**src/rtl/core/nps_pkg.sv**
```systemverilog
// Package for the nearest point search unit: field widths, command and
// status codes, controller states and the structs passed between the blocks.
// No dependencies.
package nps_pkg;

  localparam int unsigned MAX_POINTS_DEF = 1024;
  localparam int unsigned MAX_DIMS_DEF   = 8;
  localparam int unsigned DIMS_RESET     = 2;

  localparam int unsigned CMD_W    = 2;
  localparam int unsigned COORD_W  = 16;
  localparam int unsigned DIMS_W   = 4;
  localparam int unsigned STATUS_W = 2;
  localparam int unsigned INDEX_W  = 11;
  localparam int unsigned SQ_W     = 35;
  localparam int unsigned DIST_W   = 18;

  // wide enough for a point number at the largest supported point count
  localparam int unsigned PT_IDX_W = 16;

  typedef enum logic [CMD_W-1:0] {
    CMD_CLEAR     = 2'd0,
    CMD_ADD_REF   = 2'd1,
    CMD_ADD_QUERY = 2'd2
  } cmd_t;

  typedef enum logic [STATUS_W-1:0] {
    ST_FOUND = 2'd0,
    ST_EMPTY = 2'd1,
    ST_FULL  = 2'd2
  } status_t;

  typedef enum logic [1:0] {
    S_IDLE,
    S_SCAN,
    S_WAIT,
    S_ROOT
  } state_t;

  // one store read issued by the scan controller
  typedef struct packed {
    logic                      valid;
    logic                      last_dim;
    logic                      last_point;
    logic [PT_IDX_W-1:0]       point;
    logic signed [COORD_W-1:0] query;
  } scan_tag_t;

  // end of a scan and the winning point number
  typedef struct packed {
    logic                done;
    logic [PT_IDX_W-1:0] point;
  } min_tag_t;

endpackage

```
**src/rtl/core/nps_isqrt.sv**
```systemverilog
// Floor integer square root, restoring digit method, one result bit per
// cycle. Depends on nps_pkg.
module nps_isqrt import nps_pkg::*; #(
  parameter int unsigned W = 35
) (
  input  logic                 clk,
  input  logic                 rst,
  input  logic                 start,
  input  logic [W-1:0]         value,
  output logic                 done,
  output logic [(W+1)/2-1:0]   root
);

  localparam int unsigned N  = (W + 1) / 2;
  localparam int unsigned VW = 2 * N;
  localparam int unsigned RW = 2 * N + 1;
  localparam int unsigned CW = $clog2(N + 1);

  logic          busy;
  logic [CW-1:0] cnt;
  logic [VW-1:0] rem;
  logic [RW-1:0] res;
  logic [RW-1:0] bitm;
  logic [RW-1:0] trial;

  assign trial = res + bitm;

  always_ff @(posedge clk) begin
    if (rst) begin
      busy <= 1'b0;
      done <= 1'b0;
      cnt  <= '0;
    end else begin
      done <= busy && !start && (cnt == CW'(1));
      if (start) begin
        busy <= 1'b1;
        cnt  <= CW'(N);
      end else if (busy) begin
        cnt <= cnt - 1'b1;
        if (cnt == CW'(1)) begin
          busy <= 1'b0;
        end
      end
    end
  end

  always_ff @(posedge clk) begin
    if (start) begin
      rem  <= VW'(value);
      res  <= '0;
      bitm <= RW'(1) << (VW - 2);
    end else if (busy) begin
      if ({1'b0, rem} >= trial) begin
        rem <= VW'({1'b0, rem} - trial);
        res <= (res >> 1) + bitm;
      end else begin
        res <= res >> 1;
      end
      bitm <= bitm >> 2;
    end
  end

  assign root = res[N-1:0];

endmodule

```
**config.mk**
```make
export PLATFORM = sky130hd
export DESIGN_NAME = nps_isqrt
export DESIGN_NICKNAME = d
export VERILOG_FILES = /design/src/rtl/core/nps_pkg.sv /design/src/rtl/core/nps_isqrt.sv
export SDC_FILE = /design/constraint.sdc
export NUM_CORES = 1
export LEC_CHECK = 0
export ABC_AREA = 0
export BUFFER_PORTS_ARGS = -buffer_cell sky130_fd_sc_hd__buf_2
export CAP_MARGIN = 10
export CORE_UTILIZATION = 62
export DETAILED_ROUTE_END_ITERATION = 12
export PLACE_DENSITY = 0.9
export SLEW_MARGIN = 15
export SYNTH_ARGS = -nofsm -noshare
export SYNTH_HDL_FRONTEND = slang
export SYNTH_SLANG_ARGS = --single-unit
```
**constraint.sdc**
```tcl
create_clock -name clk -period 9.25 [get_ports clk]
set_input_delay 1.85 -clock clk [delete_from_list [all_inputs] [get_ports clk]]
set_output_delay 1.85 -clock clk [all_outputs]
set_load 0.005 [all_outputs]
```
==> flow_summary_export.csv <==
group,metric,value,unit
synth,synth-main-ff-cell,"dfxtp_1",
timing,setup_tns,0,ps
drt,vias,7832,
timing,hold_viol,0,
finish,multi_input_area,5760,sq um
die,num_rows,42,
setup_path,critPathMaxFanout,51,
placement,dp_hpwl,15.0,mm
finish,drive_gt1_frac,0.108,
setup_path,start_kind,"register",
cts,clkTransAtPathRegs,70,ps
grt,grt_pass1_wl,35.3,mm
status,status,"complete, no violations",
timing,setup_violations,0,
synth,ys_async_sr_fraction,0,
placement,routabilityCongestion,0.930,
synth,avgSynthCellArea,8.36,sq um
timing,period_share,0.620,
drt,drt_iter0_markers,678,
cts,clockBufferDepth,2,
setup_path,crit_type,"register to register",
job,drv_cap,0,
timing,worst-slew-pin-transition,1070,ps
synth,synth_area,8490,sq um
timing,clock_skew,7.17,ps
timing,fmax,174,MHz
power_and_ir_drop,switching_share,0.455,
power_and_ir_drop,cellLeakagePower,3.51,nW
synth,synthesis.nets,1131,
power_and_ir_drop,p_per_area,291,nW/um^2
finish,seqCellArea,2320,sq um
finish,syn2layout_area_growth,6.09,%
finish,finish.utilization,0.677,
cts,numCtsBuffers,9,
hold_path,hold_path.class,"register to register",
drt,first_pass_iters,6,
synth,synth_mux_area_frac,0.0417,
synth,synth_fa_ha_area_frac,0.114,
timing,max-slew-margin-rel,0.289,
die,die_h,119,microns
setup_path,cp-end-kind,"register",
synth,synth-xor-area-share,0.0815,
synth,synth_compound_gate_area_share,0.243,
cts,clk_latency,360,ps
synth,netlist_instances,1016,
power_and_ir_drop,p_int,0.00143,W
grt,grt_max_degree,90,
setup_path,crit_path_cell_trace,"ha_1 > ha_1 > a21oi_1 > o21ai_1 > a211oi_1 > nor2b_1 > nor2_1 > a21o_1 > and3_1 > o21ai_0 > xor2_1 > ha_1 > a21oi_2 > o21ai_1 > a2111oi_2 > o311a_1 > a31oi_4 > o2111ai_4 > buf_4 > mux2_1 > mux2i_1 > nor2_1",
synth,synthSimpleGateAreaFrac,0.197,
power_and_ir_drop,power_frac_seq,0.264,
setup_path,cp.required,9480,ps
synth,synth_top_family_by_area,"compound AO/OA/AOI/OAI gates",
power_and_ir_drop,vdd_drop_max,241,uV
finish,fillerInstances,1065,
drt,post_drt_wl_per_cell,17.8,microns
synth,synthDistinctLibCells,84,
power_and_ir_drop,p_clk_frac,0.163,
cts,cts_resized,0,
die,ios,57,
timing,rsz0062_at_grt,"false",
power_and_ir_drop,p_comb_frac,0.573,
drt,via_per_inst,6.52,
timing,drv_slew,0,
grt,grt_pass1_vias,7396,
cts,cts_tree,"done",
cts,htreeDepth,3,
drt,drc,0,
cts,hold_buffers,0,
setup_path,cp.arrival,5970,ps
synth,seq_area_frac_synth,0.272,
grt,grt_usage,0.309,
setup_path,cpMostUsedCell,"ha_1",
power_and_ir_drop,power_switching,0.00119,W
cts,clock_sinks,98,
cts,clock-root-buffer,"clkbuf_16",
die,core,13300,sq um
cts,post_cts_buffers,0,
finish,antenna_cells,0,
drt,wl,21.4,mm
die,dieArea,14200,sq um
grt,antenna_found_initial,0,
synth,synth_edf_count,35,
die,die_w,119,microns
synth,yosys_register_bits,98,
grt,grt_overflow_total,0,
setup_path,max_stage_delay,500,ps
setup_path,slowest_stage,"buf_4",
timing,period_needed,5740,ps
finish,final_nets,1135,
placement,port_buffers,56,
die,initial_core_util,0.639,
synth,yosysWarnings,0,
drt,ant_nets,0,
==> per-stage QoR <==
step | instances | power, W | cell area, sq um | hold WS [ps] | worst slack, ps
finish | 1201 | 0.00262 | 9010 | 495 | 3510
global route | 1201 | 0.00280 | 9010 | 545 | 3030
CTS | 1201 | 0.00259 | 9010 | 492 | 3650
detailed placement | 1185 | 0.00215 | 8670 | 483 | 3740
global placement | 1185 | 0.00210 | 8670 | 475 | 3850
floorplan | 1016 | 0.00188 | 8490 | 459 | 2210
==> kinds of logic (layout without fill, tap and decap cells) <==
group | count (synthesis) | in the layout
simple gates | 341 | 341
compound gates | 304 | 304
flops | 98 | 98
buf+inv | 84 | 93
xor+xnor | 79 | 79
fa+ha+maj | 77 | 77
mux | 33 | 33
==> power by group through the flow <==
stage / sequential (W) / clock (W) / combinational [W]
3_5_place_dp: 0.000696 / 0 / 0.00145
5_1_grt: 0.000704 / 0.000447 / 0.00165
2_1_floorplan: 0.000653 / 0 / 0.00123
4_1_cts: 0.000689 / 0.000428 / 0.00147
6_report: 0.000692 / 0.000426 / 0.00150
3_3_place_gp: 0.000694 / 0 / 0.00141
==> cell type report <==
class,count,share of cell area
Clock inverter,2,0.00431
Sequential cell,98,0.257
Tap cell,176,0.0245
Clock buffer,14,0.0329
Timing Repair Buffer,59,0.0339
Inverter,18,0.00750
Multi-Input combinational cell,834,0.640
==> cell usage after synthesis (all sizes together), types with 22 or more instances <==
library cell / count / share of area
buf: 44 / 0.033
o21ai: 83 / 0.049
nor3: 34 / 0.021
edfxtp: 35 / 0.12
xor2: 38 / 0.039
nor2: 104 / 0.046
nand2: 89 / 0.040
ha: 76 / 0.11
xnor2: 41 / 0.042
mux2i: 24 / 0.030
a21oi: 51 / 0.031
a31oi: 39 / 0.031
dfxtp: 63 / 0.15
clkbuf: 22 / 0.0097
==> worst max-delay path: cells and delay by family, from the launching register on <==
family,cells,cell delay [ps]
compound gates,11,2660
xor+xnor,1,190
fa+ha+maj,3,830
buf+inv,1,500
flops,1,330
mux,2,510
simple gates,4,540
==> layer usage <==
metal / up-vias / part of all wire / GRT usage
li1: 3773 / - / -
met1: 3649 / 0.43 / 0.381
met2: 339 / 0.47 / 0.526
met3: 71 / 0.065 / 0.0546
met4: 0 / 0.035 / 0.134
met5: - / 0 / 0
==> worst paths after layout <==
kind,startpoint,to,slack (ps),depth (start not counted)
hold reg to reg,rem[35]$_SDFFE_PP0P_,rem[35]$_SDFFE_PP0P_,500,2
setup / recovery,res[0]$_SDFFE_PP0P_,res[24]$_SDFFE_PP0P_,3510,22
hold / removal,rem[35]$_SDFFE_PP0P_,rem[35]$_SDFFE_PP0P_,500,2
setup reg to reg,res[0]$_SDFFE_PP0P_,res[24]$_SDFFE_PP0P_,3510,22
==> cells in the final DEF, fill, tap and decap left out, types with 19 or more instances in the layout <==
| master | count |
|---|---|
| nor2_1 | 104 |
| nand2_1 | 88 |
| ha_1 | 76 |
| o21ai_0 | 71 |
| dfxtp_1 | 62 |
| buf_2 | 55 |
| a21oi_1 | 50 |
| xnor2_1 | 41 |
| xor2_1 | 38 |
| a31oi_1 | 37 |
| edfxtp_1 | 35 |
| nor3_1 | 32 |
| mux2i_1 | 23 |
| nand3_1 | 19 |
==> sequential cells by signal, summed over array words and instances, names as in the netlist <==
signal / count
rem: 36
done: 1
bitm: 18
cnt: 5
busy: 1
res: 37
(Power assumes the default switching activity.)
