File: src/rtl/core/nps_pkg.sv
// Package for the nearest point search unit: field widths, command and
// status codes, controller states and the structs passed between the blocks.
// No dependencies.
package nps_pkg;

  localparam int unsigned MAX_POINTS_DEF = 1024;
  localparam int unsigned MAX_DIMS_DEF   = 8;
  localparam int unsigned DIMS_RESET     = 2;

  localparam int unsigned CMD_W    = 2;
  localparam int unsigned COORD_W  = 16;
  localparam int unsigned DIMS_W   = 4;
  localparam int unsigned STATUS_W = 2;
  localparam int unsigned INDEX_W  = 11;
  localparam int unsigned SQ_W     = 35;
  localparam int unsigned DIST_W   = 18;

  // wide enough for a point number at the largest supported point count
  localparam int unsigned PT_IDX_W = 16;

  typedef enum logic [CMD_W-1:0] {
    CMD_CLEAR     = 2'd0,
    CMD_ADD_REF   = 2'd1,
    CMD_ADD_QUERY = 2'd2
  } cmd_t;

  typedef enum logic [STATUS_W-1:0] {
    ST_FOUND = 2'd0,
    ST_EMPTY = 2'd1,
    ST_FULL  = 2'd2
  } status_t;

  typedef enum logic [1:0] {
    S_IDLE,
    S_SCAN,
    S_WAIT,
    S_ROOT
  } state_t;

  // one store read issued by the scan controller
  typedef struct packed {
    logic                      valid;
    logic                      last_dim;
    logic                      last_point;
    logic [PT_IDX_W-1:0]       point;
    logic signed [COORD_W-1:0] query;
  } scan_tag_t;

  // end of a scan and the winning point number
  typedef struct packed {
    logic                done;
    logic [PT_IDX_W-1:0] point;
  } min_tag_t;

endpackage

File: src/rtl/core/nps_dist.sv
// Distance pipeline: difference, square, per-point accumulate and running
// minimum over the store read stream. Depends on nps_pkg.
module nps_dist import nps_pkg::*; #(
  parameter int unsigned ACC_W = 35
) (
  input  logic               clk,
  input  logic               rst,
  input  scan_tag_t          issue,
  input  logic [COORD_W-1:0] ref_coord,
  output min_tag_t           min_out,
  output logic [ACC_W-1:0]   best_sum
);

  scan_tag_t           s1_tag;
  scan_tag_t           s2_tag;
  scan_tag_t           s3_tag;
  logic [COORD_W-1:0]  s2_abs;
  logic [2*COORD_W-1:0] s3_sq;
  logic [ACC_W-1:0]    sum_acc;
  logic                first_dim;
  logic                s4_valid;
  logic                s4_last_point;
  logic [PT_IDX_W-1:0] s4_point;
  logic                have_best;
  logic                done;
  logic [PT_IDX_W-1:0] best_point;
  logic [COORD_W:0]    diff;
  logic [COORD_W:0]    diff_abs;

  assign diff     = {ref_coord[COORD_W-1], ref_coord}
                  - {s1_tag.query[COORD_W-1], s1_tag.query};
  assign diff_abs = diff[COORD_W] ? (COORD_W+1)'(-diff) : diff;

  always_ff @(posedge clk) begin
    if (rst) begin
      s1_tag    <= '0;
      s2_tag    <= '0;
      s3_tag    <= '0;
      s4_valid  <= 1'b0;
      first_dim <= 1'b1;
      have_best <= 1'b0;
      done      <= 1'b0;
    end else begin
      s1_tag   <= issue;
      s2_tag   <= s1_tag;
      s3_tag   <= s2_tag;
      s4_valid <= s3_tag.valid && s3_tag.last_dim;
      done     <= s4_valid && s4_last_point;
      if (s3_tag.valid) begin
        first_dim <= s3_tag.last_dim;
      end
      if (s4_valid) begin
        // drop the running minimum once the last point is compared
        have_best <= !s4_last_point;
      end
    end
  end

  always_ff @(posedge clk) begin
    s2_abs <= diff_abs[COORD_W-1:0];
    s3_sq  <= s2_abs * s2_abs;
    if (s3_tag.valid) begin
      sum_acc <= first_dim ? ACC_W'(s3_sq) : sum_acc + ACC_W'(s3_sq);
    end
    s4_last_point <= s3_tag.last_point;
    s4_point      <= s3_tag.point;
    // strict less-than keeps the first point on ties
    if (s4_valid && (!have_best || sum_acc < best_sum)) begin
      best_sum   <= sum_acc;
      best_point <= s4_point;
    end
  end

  assign min_out.done  = done;
  assign min_out.point = best_point;

endmodule

File: config.mk
export PLATFORM = sky130hd
export DESIGN_NAME = nps_dist
export DESIGN_NICKNAME = d
export VERILOG_FILES = /design/src/rtl/core/nps_pkg.sv /design/src/rtl/core/nps_dist.sv
export SDC_FILE = /design/constraint.sdc
export NUM_CORES = 1
export LEC_CHECK = 0
export ABC_CLOCK_PERIOD_IN_PS = 7900
export BUFFER_PORTS_ARGS = -buffer_cell sky130_fd_sc_hd__buf_2
export CORE_ASPECT_RATIO = 1.75
export CORE_MARGIN = 3
export CORE_UTILIZATION = 55
export DETAILED_ROUTE_END_ITERATION = 16
export PLACE_DENSITY = 0.73
export SYNTH_ARGS = -nofsm -noshare
export SYNTH_HDL_FRONTEND = slang
export SYNTH_SLANG_ARGS = --single-unit
File: constraint.sdc
create_clock -name clk -period 7.9 [get_ports clk]
set_input_delay 0.395 -clock clk [delete_from_list [all_inputs] [get_ports clk]]
set_output_delay 0.395 -clock clk [all_outputs]
set_load 0.005 [all_outputs]
==> flow_metrics.py, run 1 <==
metrics = {
    "status": {
        "status": "finished, final reports clean",
    },
    "timing": {
        "fin_tns_setup_ps": 0,
        "skew_ps": 18.0,
        "finalCritPeriodShare": 0.820,
        "fin_ws_ps": 1420,
        "hold_violations": 0,
        "slew_headroom": 0.487,
        "drv_slew": 0,
        "max_freq_mhz": 154,
        "rsz0062_at_grt": "false",
        "period_needed_ps": 6480,
        "finalSetupViolCount": 0,
        "worst_pin_slew_ps": 768,
    },
    "route": {
        "wire_per_inst_um": 15.3,
        "firstDrtPassIters": 5,
        "drt_wl_total_um": 34800,
        "viasPerCell": 5.34,
        "drt-initial-drc-count": 505,
        "antenna_left": 0,
        "vias": 12160,
        "drc_errors": 0,
    },
    "layout": {
        "drive_gt1_frac": 0.0954,
        "stdcell_count": 2278,
        "fillers": 2640,
        "syn_to_final_growth_pct": 9.10,
        "diodes": 0,
        "fin_util": 0.613,
        "nNetsFinal": 2272,
    },
    "clocking": {
        "cts_tree": "built",
        "cts_resized": 0,
        "htreeDepth": 1,
        "cts_setup_buffers": 0,
        "cts.clk_slew.worst_paths_ps": 70,
        "clockBufferDepth": 3,
        "clkLatencyLatePin_ps": 520,
        "cts-root-buf": "clkbuf_16",
        "cts_hold_buf": 0,
        "cts_sinks": 227,
        "cts_inserted_buffers": 22,
    },
    "setup_path": {
        "cp.arrival_ps": 6920,
        "cp.required_ps": 8340,
        "crit_fanout": 17,
        "path_class": "reg2reg",
        "critPathLaunchType": "flip-flop",
        "worstSetupEndpointType": "flip-flop",
    },
    "grt": {
        "grt_pass1_wl_um": 58700,
        "grt_pass1_vias": 12688,
        "grt_max_degree": 78,
        "grt_overflow": 0,
        "antenna_found_initial": 0,
        "grt_use_total": 0.207,
    },
    "place": {
        "port_buffers": 104,
        "place.detailed.instances": 2238,
        "pre_cts_slack_ps": 1430,
        "place_congestion": 0.891,
        "place_hpwl_um": 28300,
    },
    "yosys": {
        "synth.net_count": 2183,
        "netlist_area_um2": 17500,
        "synth_adder_area_share": 0.320,
        "synthSimpleGateAreaFrac": 0.130,
        "yosysWarnings": 0,
        "avgSynthCellArea_um2": 9.80,
        "synth_top_family_by_area": "adder cells",
        "synthFlopType": "dfxtp_1",
        "syn_inst": 1782,
        "synth_compound_area_frac": 0.112,
        "ys_ff_latch": 227,
        "yosysSeqAreaShare": 0.310,
        "synth_xor_area_frac": 0.0411,
        "synth_edf_count": 86,
        "synthArstFlopShare": 0,
        "synth.area.mux_share": 0.00337,
        "ys_types": 76,
    },
    "floorplanning": {
        "die_y_um": 242,
        "core-area_um2": 31100,
        "die_area_um2": 34000,
        "die_x_um": 141,
        "start_util": 0.562,
        "row_count": 85,
        "ios": 105,
    },
    "run": {
        "maxCapViolCount": 0,
    },
    "hold_path": {
        "hp-class": "in2reg",
    },
}
-- placed cells by master (no fill, tap or decap), types with 69 or more instances in the layout --
cell type / Yosys / layout
inv_1: 334 / 334
fa_1: 165 / 165
nor2b_1: 87 / 87
edfxtp_1: 86 / 86
buf_2: 1 / 104
a21oi_1: 81 / 81
ha_1: 183 / 183
nand2_1: 144 / 144
o21ai_0: 69 / 69
dfxtp_1: 141 / 140
-- routing by layer --
layer,up-vias,global-route usage,wire (µm)
li1,5999,-,-
met1,5839,0.221,13000
met3,77,0.0223,1050
met4,0,0.0799,1400
met5,-,0,0
met2,245,0.405,19300
-- cell usage after synthesis, drive strengths merged, types with 38 or more instances --
master,count,area share
a21o,38,0.016
and2,47,0.017
nor2b,87,0.031
clkbuf,40,0.0086
ha,183,0.13
edfxtp,86,0.15
nand2,145,0.031
a21oi,82,0.024
o21ai,72,0.021
nor2,63,0.014
xnor2,47,0.024
fa,165,0.19
dfxtp,141,0.16
inv,334,0.072
-- state kept, by name, summed over array words and instances (netlist names) --
signal / flops
s2_abs: 16
s2_tag: 19
done: 1
first_dim: 1
s4_point: 16
best_sum: 35
have_best: 1
s3_tag: 19
best_point: 16
s4_valid: 1
s3_sq: 31
s1_tag: 35
sum_acc: 35
s4_last_point: 1
-- metrics by stage --
step / hold slack (ps) / area [µm²]
floorplan: 310 / 17500
global placement: 311 / 18300
CTS: 54.2 / 19100
detailed placement: 312 / 18300
finish: 78.2 / 19100
global route: 64.3 / 19100
-- cell type report --
class | instances | area, µm² | area share
tap | 391 | 489 | 0.0257
sequential | 227 | 5410 | 0.284
clock buffer | 27 | 599 | 0.0315
inverter | 334 | 1250 | 0.0658
multi-input combinational | 1175 | 10600 | 0.557
clock inverter | 13 | 118 | 0.00617
timing repair buffer | 111 | 573 | 0.0301
-- kinds of logic (layout without fill, tap and decap cells) --
kind of cell | count (synthesis) | in the layout
buffers and inverters | 380 | 485
xor gates and xnor gates | 82 | 82
AOI/OAI and AO/OA | 295 | 295
muxes | 5 | 5
and+or+nand+nor | 445 | 445
DFF | 227 | 227
adders and majority gates | 348 | 348
-- critical path, stage by stage (launching register included) --
cell	delay (ps)
dfxtp_1	740
and2_1	260
inv_1	70
fa_1	500
inv_1	60
fa_1	500
inv_1	50
fa_1	480
inv_1	60
fa_1	500
fa_1	540
inv_1	50
fa_1	520
inv_1	40
ha_1	230
or4_1	520
o21ai_0	290
o31a_1	290
o21ai_1	230
a41oi_1	320
xnor2_1	140
-- path summary, 6_finish.rpt --
kind	from	to	slack (ps)	cells past startpoint
max	s2_abs[5]	s3_sq[25]	1420	20
min	issue[23]	s1_tag[23]	80	2
max reg2reg	s2_abs[5]	s3_sq[25]	1420	20
min reg2reg	s3_tag[22]	s4_point[6]	320	0
Power of run 1 is left out: the tool's default activity adds up to more than one toggle a clock period on the data nets, which glitch-free logic cannot reach.
==> inputs of run 2 (changes only) <==
--- a/config.mk
+++ b/config.mk
@@ -5,7 +5,7 @@
 export SDC_FILE = /design/constraint.sdc
 export NUM_CORES = 1
 export LEC_CHECK = 0
-export ABC_CLOCK_PERIOD_IN_PS = 7900
+export ABC_CLOCK_PERIOD_IN_PS = 6000
 export BUFFER_PORTS_ARGS = -buffer_cell sky130_fd_sc_hd__buf_2
 export CORE_ASPECT_RATIO = 1.75
 export CORE_MARGIN = 3
==> constraint.sdc (replaced) <==
create_clock -name clk -period 6 [get_ports clk]
set_input_delay 0.3 -clock clk [delete_from_list [all_inputs] [get_ports clk]]
set_output_delay 0.3 -clock clk [all_outputs]
set_load 0.005 [all_outputs]
==> run 2 against run 1 <==
Non-clock buffer count grew 73. Core utilization grew 2.5 points. Critical endpoint is now s3_sq[27]. Clock skew shrank 0.84 ps. Critical path type unchanged. Cell area grew 4.1%.
==> flow_metrics.py, run 2 (same netlist as run 1, synthesis figures left out) <==
metrics = {
    "layout": {
        "diodes": 0,
        "area.sequential_um2": 5440,
        "final_cell_mix": "inv_1, ha_1, fa_1, nand2_1, dfxtp_1",
        "drive_gt1_frac": 0.126,
        "fillers": 2601,
        "syn_to_final_growth_pct": 13.6,
        "multi_input_area_um2": 10700,
        "nNetsFinal": 2346,
        "layout_commonest_cell": "inv_1",
        "reg.largest.list": "best_sum: 35 flops, s1_tag: 35 flops, sum_acc: 35 flops",
    },
    "place": {
        "port_buffers": 104,
        "place_congestion": 0.928,
        "place_hpwl_um": 29800,
    },
    "timing": {
        "worst_hold_slack_ps": 12.8,
        "skew_ps": 17.1,
        "slew_headroom": 0.493,
        "finalCritPeriodShare": 0.967,
        "hold_violations": 0,
        "drv_slew": 0,
        "finalSetupViolCount": 0,
        "worst_pin_slew_ps": 760,
        "period_needed_ps": 5800,
        "max_freq_mhz": 172,
    },
    "route": {
        "antenna_left": 0,
        "vias": 12454,
        "viasPerCell": 5.29,
        "wire_per_inst_um": 15.7,
        "drt-initial-drc-count": 470,
        "drc_errors": 0,
        "drt_wl_total_um": 36900,
        "firstDrtPassIters": 5,
    },
    "grt": {
        "grt_max_degree": 78,
        "grt_use_total": 0.216,
        "grt_overflow": 0,
        "grt_pass1_wl_um": 60800,
        "antenna_found_initial": 0,
        "grt_pass1_vias": 13105,
    },
    "setup_path": {
        "path_class": "reg2reg",
        "critPathLaunchType": "flip-flop",
        "cp.required_ps": 6460,
        "worstSetupEndpointType": "flip-flop",
        "crit_fanout": 10,
        "cp.arrival_ps": 6270,
    },
    "floorplanning": {
        "row_count": 85,
        "start_util": 0.562,
        "die_area_um2": 34000,
        "core-area_um2": 31100,
        "die_y_um": 242,
        "die_x_um": 141,
        "ios": 105,
    },
    "clocking": {
        "cts_tree": "built",
        "cts_sinks": 227,
        "cts-root-buf": "clkbuf_16",
        "htreeDepth": 1,
        "clkLatencyLatePin_ps": 540,
        "cts.clk_slew.worst_paths_ps": 60,
        "clockBufferDepth": 3,
        "cts_inserted_buffers": 23,
    },
    "status": {
        "status": "finished, final reports clean",
    },
    "run": {
        "maxCapViolCount": 0,
    },
    "hold_path": {
        "hp-class": "in2reg",
    },
}
## run 2: changes by cell type in the layout (fill, tap and decap cells not counted), sizes merged
cell         before  now
dlygate4sd3       0   33
buf             111  151
clkinv            9    4
inv             337  338
clkbuf           27   30
bufinv            1    2
clkinvlp          0    2
## run 2: per-stage QoR
stage | worst slack (ps) | utilization | instances | TNS (ps) | instance area [µm²]
after global placement | -119 | 0.600 | 2276 | -124 | 18600
after CTS | 17.0 | 0.636 | 2351 | 0 | 19700
after detailed placement | -157 | 0.600 | 2276 | -374 | 18600
after floorplan | 101 | - | 1782 | 0 | 17500
final | 196 | 0.639 | 2353 | 0 | 19800
after global routing | -130 | 0.639 | 2353 | -187 | 19800
## run 2: routing by layer
| metal | GRT usage | share of wire | vias to the layer above |
|---|---|---|---|
| li1 | - | - | 6143 |
| met1 | 0.225 | 0.36 | 5983 |
| met2 | 0.436 | 0.57 | 249 |
| met3 | 0.0196 | 0.027 | 79 |
| met4 | 0.0776 | 0.037 | 0 |
| met5 | 0 | 0 | - |
## run 2: final cells by class
type,instances,share of cell area
Multi-Input combinational cell,1175,0.538
Sequential cell,227,0.274
Inverter,334,0.0632
Timing Repair Buffer,184,0.0610
Clock buffer,30,0.0319
Tap cell,391,0.0247
Clock inverter,12,0.00732
## run 2: worst max-delay path: stages (launching register included)
cell and delay, ps:
dfxtp_2 380, nand2_1 120, inv_1 80, fa_1 540
inv_1 60, fa_1 540, inv_1 50, fa_1 520
fa_1 440, fa_1 550, inv_1 60, fa_1 530
inv_1 40, ha_1 200, buf_4 150, nor4_1 330
a21oi_1 180, o21ai_2 110, o31a_1 210, buf_4 140
o211ai_1 150, a21oi_1 210, xnor2_1 130
## run 2: what timing repair did
action	4_1_cts	5_1_grt
hold buffers	33	0
endpoints found under the setup margin	6	11
hold endpoints to repair	33	0
setup buffers	0	2
gates resized for setup	9	31
pin swaps	0	9
## run 2: path summary, 6_finish.rpt
kind,startpoint,end,slack (ps),depth (start not counted)
hold / removal,issue[34],s1_tag[34],10,2
setup / recovery,s2_abs[10],s3_sq[27],200,22
hold reg to reg,s3_tag[20],s4_point[4],320,0
setup reg to reg,s2_abs[10],s3_sq[27],200,22
Power of run 2 is left out for the same reason.
==> inputs of run 3 (changes only) <==
--- a/config.mk
+++ b/config.mk
@@ -9,9 +9,9 @@
 export BUFFER_PORTS_ARGS = -buffer_cell sky130_fd_sc_hd__buf_2
 export CORE_ASPECT_RATIO = 1.75
 export CORE_MARGIN = 3
-export CORE_UTILIZATION = 55
+export CORE_UTILIZATION = 63
 export DETAILED_ROUTE_END_ITERATION = 16
-export PLACE_DENSITY = 0.73
+export PLACE_DENSITY = 0.82
 export SYNTH_ARGS = -nofsm -noshare
 export SYNTH_HDL_FRONTEND = slang
 export SYNTH_SLANG_ARGS = --single-unit
==> run 3 against run 2 <==
Worst hold slack got worse by 4.8 ps. Fmax grew 0.55%. Sequential share of layout area is essentially flat. Setup slack improved by 32 ps. Critical path type unchanged. Register-to-register slack better by 30 ps. Critical path depth decreased by 2. Die area fell by 12%.
==> flow_metrics.py, run 3 (same netlist as run 1, synthesis figures left out) <==
metrics = {
    "layout": {
        "fillers": 1948,
        "diodes": 0,
        "area.sequential_um2": 5420,
        "stdcell_area_um2": 19800,
        "layout_commonest_cell": "inv_1",
        "multi_input_area_um2": 10700,
        "drive_gt1_frac": 0.128,
        "final_cell_mix": "inv_1, ha_1, fa_1, nand2_1, dfxtp_1",
        "nNetsFinal": 2349,
        "syn_to_final_growth_pct": 13.3,
        "reg.largest.list": "best_sum: 35 flops, s1_tag: 35 flops, sum_acc: 35 flops",
    },
    "hold_path": {
        "min_to": "s1_tag[13]",
        "min_from": "issue[13]",
        "worstHoldPathCells": 2,
        "hp-class": "in2reg",
    },
    "floorplanning": {
        "die_y_um": 226,
        "die_area_um2": 29800,
        "die_x_um": 132,
        "start_util": 0.639,
        "row_count": 80,
        "ios": 105,
        "core-area_um2": 27300,
    },
    "setup_path": {
        "path_class": "reg2reg",
        "worst-path-buf-inv": 6,
        "cp_slowest_cell": "fa_1",
        "critical-path-max-stage-delay_ps": 550,
        "r2r_start": "s2_abs[12]",
        "path_cells": "inv_1, nor2_1, fa_1, inv_1, fa_1, inv_1, fa_1, fa_1, fa_1, inv_1, fa_1, inv_1, ha_1, and3_1, nand2_1, o31a_1, buf_4, o211ai_1, a21oi_2, xnor2_1",
        "cp.arrival_ps": 6170,
        "cp-startpoint": "s2_abs[12]",
        "critPathLaunchType": "flip-flop",
        "ff2ff_setup_slack_ps": 230,
        "cp.depth": 20,
        "cp.required_ps": 6400,
        "ff2ff_path_depth": 20,
        "rr_endpoint": "s3_sq[27]",
        "worstSetupEndpointType": "flip-flop",
        "cp_top_family": "adder cells",
        "cp_common_cell": "fa_1",
        "crit_fanout": 3,
    },
    "place": {
        "port_buffers": 104,
        "place_hpwl_um": 29500,
        "place_congestion": 0.952,
        "pre_cts_slack_ps": -35.7,
        "placed_area_um2": 18700,
    },
    "timing": {
        "skew_ps": 19.1,
        "rsz0062_at_grt": "true",
        "worst_pin_slew_ps": 1190,
        "finalSetupViolCount": 0,
        "worst_hold_slack_ps": 8.04,
        "max_freq_mhz": 173,
        "fin_ws_ps": 228,
        "finalCritPeriodShare": 0.962,
        "hold_violations": 0,
        "drv_slew": 0,
        "slew_headroom": 0.206,
        "period_needed_ps": 5770,
    },
    "route": {
        "drt_wl_total_um": 37200,
        "viasPerCell": 5.45,
        "drt-initial-drc-count": 675,
        "wire_per_inst_um": 15.9,
        "firstDrtPassIters": 5,
        "antenna_left": 0,
        "drc_errors": 0,
        "vias": 12715,
    },
    "grt": {
        "grt_use_total": 0.252,
        "grt_overflow": 0,
        "grt_max_degree": 78,
        "antenna_found_initial": 0,
        "grt_pass1_wl_um": 62000,
        "grt_pass1_vias": 13569,
    },
    "clocking": {
        "cts_inserted_buffers": 21,
        "cts_setup_buffers": 0,
        "cts-root-buf": "clkbuf_16",
        "cts_sinks": 227,
        "cts.clk_slew.worst_paths_ps": 60,
        "htreeDepth": 1,
        "clkLatencyLatePin_ps": 520,
        "clockBufferDepth": 3,
        "cts_tree": "built",
    },
    "status": {
        "status": "finished, final reports clean",
    },
    "run": {
        "maxCapViolCount": 0,
    },
}
==> run 3: stage by stage <==
step | cells | utilization | TNS, ps
floorplan | 1782 | - | 0
global placement | 2267 | 0.685 | 0
detailed placement | 2267 | 0.685 | -97.5
CTS | 2332 | 0.721 | 0
global route | 2332 | 0.724 | -44.4
finish | 2332 | 0.724 | 0
==> run 3: routing by layer <==
| metal | routed length (µm) | part of all wire | global-route usage | vias to the layer above |
|---|---|---|---|---|
| met5 | 0 | 0 | 0 | - |
| met4 | 2210 | 0.059 | 0.134 | 0 |
| met3 | 1200 | 0.032 | 0.0236 | 119 |
| met2 | 20700 | 0.56 | 0.499 | 325 |
| met1 | 13100 | 0.35 | 0.258 | 6121 |
| li1 | - | - | - | 6150 |
==> run 3: area by class of cell <==
| type | instances | area share |
|---|---|---|
| multi-input cells | 1175 | 0.540 |
| inverters | 334 | 0.0634 |
| flip-flops and latches | 227 | 0.274 |
| repair buffers | 189 | 0.0633 |
| clock inverters | 10 | 0.00468 |
| well taps | 369 | 0.0233 |
| clock buffers | 28 | 0.0310 |
==> run 3: how the worst max path moves through the flow <==
stage | slack [ps] | to
6_report | 230 | s3_sq[27]
5_1_grt | -20 | s3_sq[25]
4_1_cts | 20 | s3_sq[27]
3_5_place_dp | -40 | s3_sq[29]
3_3_place_gp | 70 | s3_sq[27]
2_1_floorplan | 100 | s3_sq[30]
==> run 3: timing repair <==
action	in CTS	in global routing
endpoints found under the setup margin	5	12
gates cloned	0	0
pin swaps	0	4
resized for setup	4	29
hold buffers	27	0
endpoints found under the hold margin	27	0
==> run 3: worst reg2reg max path, delay by kind of cell (launching register included) <==
kind / cells / cell delay, ps
compound gates: 3 / 720
xor+xnor: 1 / 130
fa+ha+maj: 7 / 3410
buf+inv: 6 / 630
flops: 1 / 340
simple gates: 3 / 450
Power of run 3 is left out for the same reason.
